==> src/rtl/linear_probe_hash_table_macros.svh <==
// ----------------------------------------------------------------------------
// Linear probe hash table assertion macros
// Shared concurrent assertion forms for the hash table RTL.
// ----------------------------------------------------------------------------
`ifndef LINEAR_PROBE_HASH_TABLE_MACROS_SVH
`define LINEAR_PROBE_HASH_TABLE_MACROS_SVH

// The consequent must hold in the same cycle as the antecedent.
`define LPHT_ASSERT_SAME(label, clk, rst, ante, cons) \
  label: assert property (@(posedge clk) disable iff (rst) (ante) |-> (cons)) \
    else $error("hash table assertion failed (same cycle)");

// The consequent must hold in the cycle after the antecedent.
`define LPHT_ASSERT_NEXT(label, clk, rst, ante, cons) \
  label: assert property (@(posedge clk) disable iff (rst) (ante) |=> (cons)) \
    else $error("hash table assertion failed (next cycle)");

`endif

==> src/rtl/lpht_pkg.sv <==
// ----------------------------------------------------------------------------
// Linear probe hash table package
// Table geometry, word codes and helper functions shared by the RTL.
// ----------------------------------------------------------------------------
`timescale 1ns / 1ps

package lpht_pkg;

  localparam int TABLE_SIZE = 16;
  localparam int KEY_BITS   = 16;
  localparam int SLOT_BITS  = $clog2(TABLE_SIZE);

  typedef logic [SLOT_BITS-1:0] slot_t;
  typedef logic [KEY_BITS-1:0]  key_t;

  localparam logic [1:0] ACT_INSERT = 2'd0;
  localparam logic [1:0] ACT_SEARCH = 2'd1;
  localparam logic [1:0] ACT_CLEAR  = 2'd2;

  localparam logic [2:0] ST_INSERTED = 3'd0;
  localparam logic [2:0] ST_FULL     = 3'd1;
  localparam logic [2:0] ST_FOUND    = 3'd2;
  localparam logic [2:0] ST_MISSING  = 3'd3;
  localparam logic [2:0] ST_CLEARED  = 3'd4;

  localparam slot_t SLOT_LAST = SLOT_BITS'(TABLE_SIZE - 1);

  // Control of the used-bit vector from the sequencer.
  typedef struct packed {
    logic  clear;
    logic  set;
    slot_t idx;
  } used_ctl_t;

  function automatic slot_t next_slot(input slot_t s);
    next_slot = (s == SLOT_LAST) ? '0 : s + slot_t'(1);
  endfunction

endpackage

==> src/rtl/lpht_key_ram.sv <==
// ----------------------------------------------------------------------------
// Key store
// One write port and one read port, read data registered.
// ----------------------------------------------------------------------------
`timescale 1ns / 1ps

module lpht_key_ram (
  input  logic          clk,
  input  logic          we,
  input  lpht_pkg::slot_t waddr,
  input  lpht_pkg::key_t  wdata,
  input  lpht_pkg::slot_t raddr,
  output lpht_pkg::key_t  rdata
);
  import lpht_pkg::*;

  key_t mem [TABLE_SIZE];

  always_ff @(posedge clk) begin
    if (we) begin
      mem[waddr] <= wdata;
    end
    rdata <= mem[raddr];
  end

endmodule

==> src/rtl/lpht_used_bits.sv <==
// ----------------------------------------------------------------------------
// Slot used bits
// One flag per slot, cleared by reset or by a clear word, set on insert.
// ----------------------------------------------------------------------------
`timescale 1ns / 1ps

module lpht_used_bits (
  input  logic                               clk,
  input  logic                               rst,
  input  lpht_pkg::used_ctl_t                ctl,
  output logic [lpht_pkg::TABLE_SIZE-1:0]    used
);
  import lpht_pkg::*;

  always_ff @(posedge clk) begin
    if (rst || ctl.clear) begin
      used <= '0;
    end else if (ctl.set) begin
      used[ctl.idx] <= 1'b1;
    end
  end

endmodule

==> src/rtl/linear_probe_hash_table.sv <==
// ----------------------------------------------------------------------------
// Linear probe hash table
// Insert, search and clear of 16-bit keys in an open-addressed table.
// ----------------------------------------------------------------------------
// Each input word is handled on its own. An insert or search is accepted,
// then probes one slot per cycle (up to TABLE_SIZE slots, set by the single
// read port of the key store), then loads the result register once it is
// free. A clear or an unused action code goes from acceptance straight to
// loading the result register. The used flags are cleared at once by reset
// or a clear word, so no clearing pass runs. A new word is accepted while
// the previous result still waits on stall.
`timescale 1ns / 1ps

`include "linear_probe_hash_table_macros.svh"

module linear_probe_hash_table (
  input  logic        clk,
  input  logic        rst,
  input  logic        in_valid,
  output logic        in_stall,
  input  logic [1:0]  action,
  input  logic [15:0] key,
  output logic        out_valid,
  input  logic        out_stall,
  output logic [2:0]  status,
  output logic [3:0]  slot
);
  import lpht_pkg::*;

  typedef enum logic [1:0] {
    IDLE,
    CHECK,
    RESP
  } state_t;

  state_t     state;
  logic [1:0] act;
  key_t       key_q;
  slot_t      s;
  slot_t      cnt;
  logic [2:0] pend_status;
  slot_t      pend_slot;

  logic [TABLE_SIZE-1:0] used;
  used_ctl_t             used_ctl;
  key_t                  rdata;
  slot_t                 probe_next;
  key_t                  key_in;
  logic                  in_acc;
  logic                  out_free;
  logic                  hit_empty;
  logic                  hit_key;
  logic                  done;
  logic [2:0]            res_status;
  logic                  ram_we;

  assign key_in   = key[KEY_BITS-1:0];
  assign in_stall = (state != IDLE);
  assign in_acc   = in_valid && !in_stall;
  assign out_free = !out_valid || !out_stall;

  // The key store is read at probe_next, the address that s also takes, so rdata
  // always belongs to the slot currently being checked.
  assign hit_empty = !used[s];
  assign hit_key   = (act == ACT_SEARCH) && (rdata == key_q);
  assign done      = hit_empty || hit_key || (cnt == SLOT_LAST);

  always_comb begin
    if (hit_empty) begin
      res_status = (act == ACT_INSERT) ? ST_INSERTED : ST_MISSING;
    end else if (hit_key) begin
      res_status = ST_FOUND;
    end else begin
      res_status = (act == ACT_INSERT) ? ST_FULL : ST_MISSING;
    end
  end

  always_comb begin
    case (state)
      IDLE:    probe_next = SLOT_BITS'(key_in % TABLE_SIZE);
      CHECK:   probe_next = done ? s : next_slot(s);
      default: probe_next = s;
    endcase
  end

  assign ram_we = (state == CHECK) && (act == ACT_INSERT) && hit_empty;

  always_comb begin
    used_ctl.clear = in_acc && (action == ACT_CLEAR);
    used_ctl.set   = ram_we;
    used_ctl.idx   = s;
  end

  lpht_key_ram u_key_ram (
    .clk   (clk),
    .we    (ram_we),
    .waddr (s),
    .wdata (key_q),
    .raddr (probe_next),
    .rdata (rdata)
  );

  lpht_used_bits u_used_bits (
    .clk  (clk),
    .rst  (rst),
    .ctl  (used_ctl),
    .used (used)
  );

  always_ff @(posedge clk) begin
    s <= probe_next;
    if (rst) begin
      state     <= IDLE;
      out_valid <= 1'b0;
    end else begin
      // In RESP the result register is reloaded below whenever it is free.
      if (out_valid && !out_stall && (state != RESP)) begin
        out_valid <= 1'b0;
      end
      case (state)
        IDLE: begin
          if (in_acc) begin
            act   <= action;
            key_q <= key_in;
            cnt   <= '0;
            case (action)
              ACT_INSERT, ACT_SEARCH: begin
                state <= CHECK;
              end
              ACT_CLEAR: begin
                pend_status <= ST_CLEARED;
                pend_slot   <= '0;
                state       <= RESP;
              end
              default: begin
                pend_status <= ST_MISSING;
                pend_slot   <= '0;
                state       <= RESP;
              end
            endcase
          end
        end
        CHECK: begin
          if (done) begin
            pend_status <= res_status;
            pend_slot   <= s;
            state       <= RESP;
          end else begin
            cnt <= cnt + slot_t'(1);
          end
        end
        RESP: begin
          if (out_free) begin
            out_valid <= 1'b1;
            status    <= pend_status;
            slot      <= 4'(pend_slot);
            state     <= IDLE;
          end
        end
        default: begin
          state <= IDLE;
        end
      endcase
    end
  end

  // A clear word empties every slot by the next cycle.
  `LPHT_ASSERT_NEXT(a_clear_empties, clk, rst, in_acc && (action == ACT_CLEAR), used == '0)
  // A full report is only issued when every slot is in use.
  `LPHT_ASSERT_SAME(a_full_all_used, clk, rst, (state == RESP) && out_free && (pend_status == ST_FULL), &used)
  // An insert never writes over a slot that is already in use.
  `LPHT_ASSERT_SAME(a_no_overwrite, clk, rst, ram_we, !used[s])

endmodule

==> config.mk <==
export PLATFORM = sky130hd
export DESIGN_NAME = linear_probe_hash_table
export DESIGN_NICKNAME = d
export VERILOG_FILES = /design/src/rtl/lpht_pkg.sv /design/src/rtl/lpht_key_ram.sv /design/src/rtl/lpht_used_bits.sv /design/src/rtl/linear_probe_hash_table.sv
export VERILOG_INCLUDE_DIRS = /design/src /design/src/rtl
export SDC_FILE = /design/constraint.sdc
export NUM_CORES = 1
export LEC_CHECK = 0
export BUFFER_PORTS_ARGS = -buffer_cell sky130_fd_sc_hd__buf_2
export CORE_ASPECT_RATIO = 0.9
export CORE_MARGIN = 1.5
export CORE_UTILIZATION = 50
export DETAILED_ROUTE_END_ITERATION = 16
export PLACE_DENSITY = 0.77
export SYNTH_ARGS = -nofsm -noshare
export SYNTH_HDL_FRONTEND = slang
export SYNTH_HIERARCHICAL = 1
export SYNTH_SLANG_ARGS = --single-unit
==> constraint.sdc <==
create_clock -name clk -period 5.65 [get_ports clk]
set_input_delay 0.2825 -clock clk [delete_from_list [all_inputs] [get_ports clk]]
set_output_delay 0.2825 -clock clk [all_outputs]
set_load 0.005 [all_outputs]
==> summary.md <==
| Metric | Value |
|---|---|
| RSZ-0062 raised after global routing | false |
| Worst-Skew Late Latency | 0.56 ns |
| Post-synth EDFFs | 292 |
| Dpl ws | 1.073 ns |
| Clock power share | 36.5% |
| Aggregate negative setup slack | 0 ns |
| DRC viols | 0 |
| Net Sw Power | 0.001141 W |
| Fin crit period | 4.611 ns |
| Final Hold Viols | 0 |
| Register area share after synthesis | 75.89% |
| Compound-Gate Fraction of Synth Area | 3.998% |
| Period utilization | 81.61% |
| Slew @ Worst Pin | 1.118 ns |
| Post-route clock skew | 0.008028 ns |
| Final core utilization | 58.47% |
| Leakage | 4.591 nW |
| CP max stage delay | 0.97 ns |
| Final non-filler cell total | 1,058 |
| Crit path arrival time | 4.79 ns |
| Critical Path Source | s[0]$_DFF_P_ |
| Initial antenna violation count | 0 |
| Largest family of logic cells by synthesized area | multiplexers |
| Worst setup SP type | register |
| XOR/XNOR share of the synthesized area | 1.253% |
| Post-synthesis average cell area | 20.16 um^2 |
| Number of I/O port buffers | 30 |
| Starting DRT DRC Count | 796 |
| Syn nets | 648 |
| Critical R2R Capture | u_key_ram/mem[3][10]$_DFFE_PP_ |
| Max VDD drop | 0.0003216 V |
| Post-synthesis mux area share | 12.74% |
| Initial DRT Pass Iterations | 5 |
| Remaining antenna violation count | 0 |
| Slowest cell on the critical path | dfxtp_1 |
| PostCTS Resize Cnt | 0 |
| Root Driver | clkbuf_16 |
| Layout cells sized above 1 | 23.68% |
| Htree depth | 1 |
| R2R Setup Slk | 1.04 ns |
| Outcome | complete, no violations |
| Final Slew Violations | 0 |
| Most common flop cell mapped by yosys | edfxtp_1 |
| Max-cap violations | 0 |
| Sequential group share of total power | 54.4% |
| Vias in the first global route | 6,490 |
| Top-level port count | 31 |
| Library cells used by synthesis | 44 |
| Vias | 6,259 |
| Max-slew headroom | 25.40% |
| Crit path setup slack, layout | 1.039 ns |
| Final HPWL DP | 14.02 mm |
| CP Capture Type | register |
| Hold crit path type | in -> reg |
| # fillers | 1,744 |
| Seq. cell area | 9549 um^2 |
| Fmax | 216.9 MHz |
| Nets | 721 |
| Post-Synth Adder-Cell Area | 0.1989% |
| Area of the multi-input gates | 2922 um^2 |
| Worst-path clk slew | 0.06 ns |
| Reg2reg start | s[0]$_DFF_P_ |
| Worst Path Required | 5.83 ns |
| DR WL/cell | 23.34 um |
| Core area | 24,460 um^2 |
| Crit path kind | reg -> reg |
| Cell Chain, Critical Path | mux4_2, mux4_2, nor3_1, or3b_2, nor2_2 |
| Synth Area in Simple Gates | 4.574% |
| Cell Int Power | 0.004009 W |
| Total wire length | 24.69 mm |
| Yosys warning count | 6 |
| DP Cell Count | 982 |
| Num CTS Buffers | 31 |
| Area growth syn-to-layout | 13.66% |
| Most frequent cells in the layout | 292 x edfxtp_1, 59 x mux4_2, 39 x dfxtp_1 |
| Final setup violation count | 0 |
| Commonest non-fill, non-tap cell in the layout | edfxtp_1 |
| Logic pwr share | 9.1% |
| Seq cells post-synth | 331 |
| PwrDens | 360.1 nW/um^2 |
| Final Wtd Congestion | 0.8043 |
| Net Sw Frac | 22.15% |
| Mapped Cells | 624 |
| CTS Buffer Depth | 3 |
| Area of the die | 26,130 um^2 |
| Width of the chip | 170.2 um |
| DR vias/cell | 5.916 |
| CTS tree | built |
| Hold Startpoint | out_stall |
| Most used cell along the critical path | mux4_2 |
| Worst R2R Path Depth | 5 |
| Gr ovfl total | 0 |
| Gr usage total | 19.62% |
| Initial Util | 51.44% |
| Hold endpoint | out_valid$_SDFF_PP0_ |
| WHS Path Cells | 3 |
| Row Count | 54 |
| Clk sinks | 331 |
| Post-Syn Area | 12,580 um^2 |
| Ys async rst share | 0% |
| CP Max Fanout | 26 |
| Die Height | 153.5 um |
| Largest net degree at the start of global routing | 66 |
| First-pass GRT wire length | 37.93 mm |
| N_diodes | 0 |
[worst max path at each step]
| stage | endpoint | cells after the start |
|---|---|---|
| 2_1_floorplan | u_key_ram/mem[0][0]$_DFFE_PP_ | 6 |
| 3_3_place_gp | u_key_ram/mem[1][8]$_DFFE_PP_ | 5 |
| 3_5_place_dp | u_key_ram/mem[3][5]$_DFFE_PP_ | 5 |
| 4_1_cts | u_key_ram/mem[3][0]$_DFFE_PP_ | 5 |
| 5_1_grt | u_key_ram/mem[3][0]$_DFFE_PP_ | 5 |
| 6_report | u_key_ram/mem[3][10]$_DFFE_PP_ | 5 |
[power by group through the flow]
stage | sequential [W] | combinational, W | clock (W)
6_report | 0.00280 | 0.000471 | 0.00188
5_1_grt | 0.00281 | 0.000507 | 0.00200
4_1_cts | 0.00280 | 0.000473 | 0.00191
3_5_place_dp | 0.00285 | 0.000461 | 0
3_3_place_gp | 0.00284 | 0.000451 | 0
2_1_floorplan | 0.00282 | 0.000365 | 0
[kinds of logic after synthesis]
| family | Yosys count |
|---|---|
| XOR/XNOR | 18 |
| adder cells (fa/ha/maj) | 2 |
| flip-flops | 331 |
| AO/OA/AOI/OAI | 65 |
| AND/OR/NAND/NOR | 108 |
| buffers and inverters | 30 |
| multiplexers | 70 |
[timing repair]
item,CTS,global route
setup buffers,0,0
hold endpoints to repair,18,0
hold buffers,18,0
[state kept, by name, summed over array words and instances (netlist names), 4 cells and up]
| name | flops |
|---|---|
| u_key_ram/mem | 256 |
| u_used_bits/used | 16 |
| pend_slot | 4 |
| cnt | 4 |
| key_q | 16 |
| u_key_ram/rdata | 16 |
| slot | 4 |
| s | 4 |
[layout make-up]
type	count	area share, %
repair buffers	66	3.342
multi-input cells	263	20.43
clock buffers	50	6.133
well taps	336	2.940
inverters	4	0.1050
clock inverters	8	0.2800
flip-flops and latches	331	66.77
[metrics by stage]
stage / area, um^2 / power [W] / hold slack (ns)
finish: 14300 / 0.005150 / 0.03302
global route: 14300 / 0.005318 / 0.04903
CTS: 14300 / 0.005184 / 0.02728
detailed placement: 13200 / 0.003312 / 0.4056
global placement: 13200 / 0.003294 / 0.4025
floorplan: 12580 / 0.003183 / 0.3516
[layer usage]
| layer | GRT usage, % | vias up | routed length (um) |
|---|---|---|---|
| li1 | - | 2715 | - |
| met4 | 6.953 | 0 | 644 |
| met1 | 27.21 | 3263 | 10130 |
| met2 | 32.14 | 234 | 12260 |
| met5 | 0 | - | 0 |
| met3 | 2.831 | 47 | 1659 |
[synthesized netlist by cell type (all sizes together) (6+ instances only)]
master	instances	area share (%)
o2bb2ai	12	0.84
dfxtp	39	6.2
nor3	6	0.24
and2	6	0.30
a22oi	35	2.1
nor3b	6	0.36
xnor2	16	1.1
buf	16	0.92
nand2	25	0.75
nor2	26	0.78
clkbuf	10	0.30
mux4	69	13
nand3b	6	0.36
nand3	12	0.48
edfxtp	292	70
[critical path: cells and delay by family (launching register included)]
kind | cells | cell delay, ns
flip-flops | 1 | 0.97
multiplexers | 2 | 1.12
AND/OR/NAND/NOR | 3 | 2.12
Note: power is estimated with default switching activity, not from simulation.
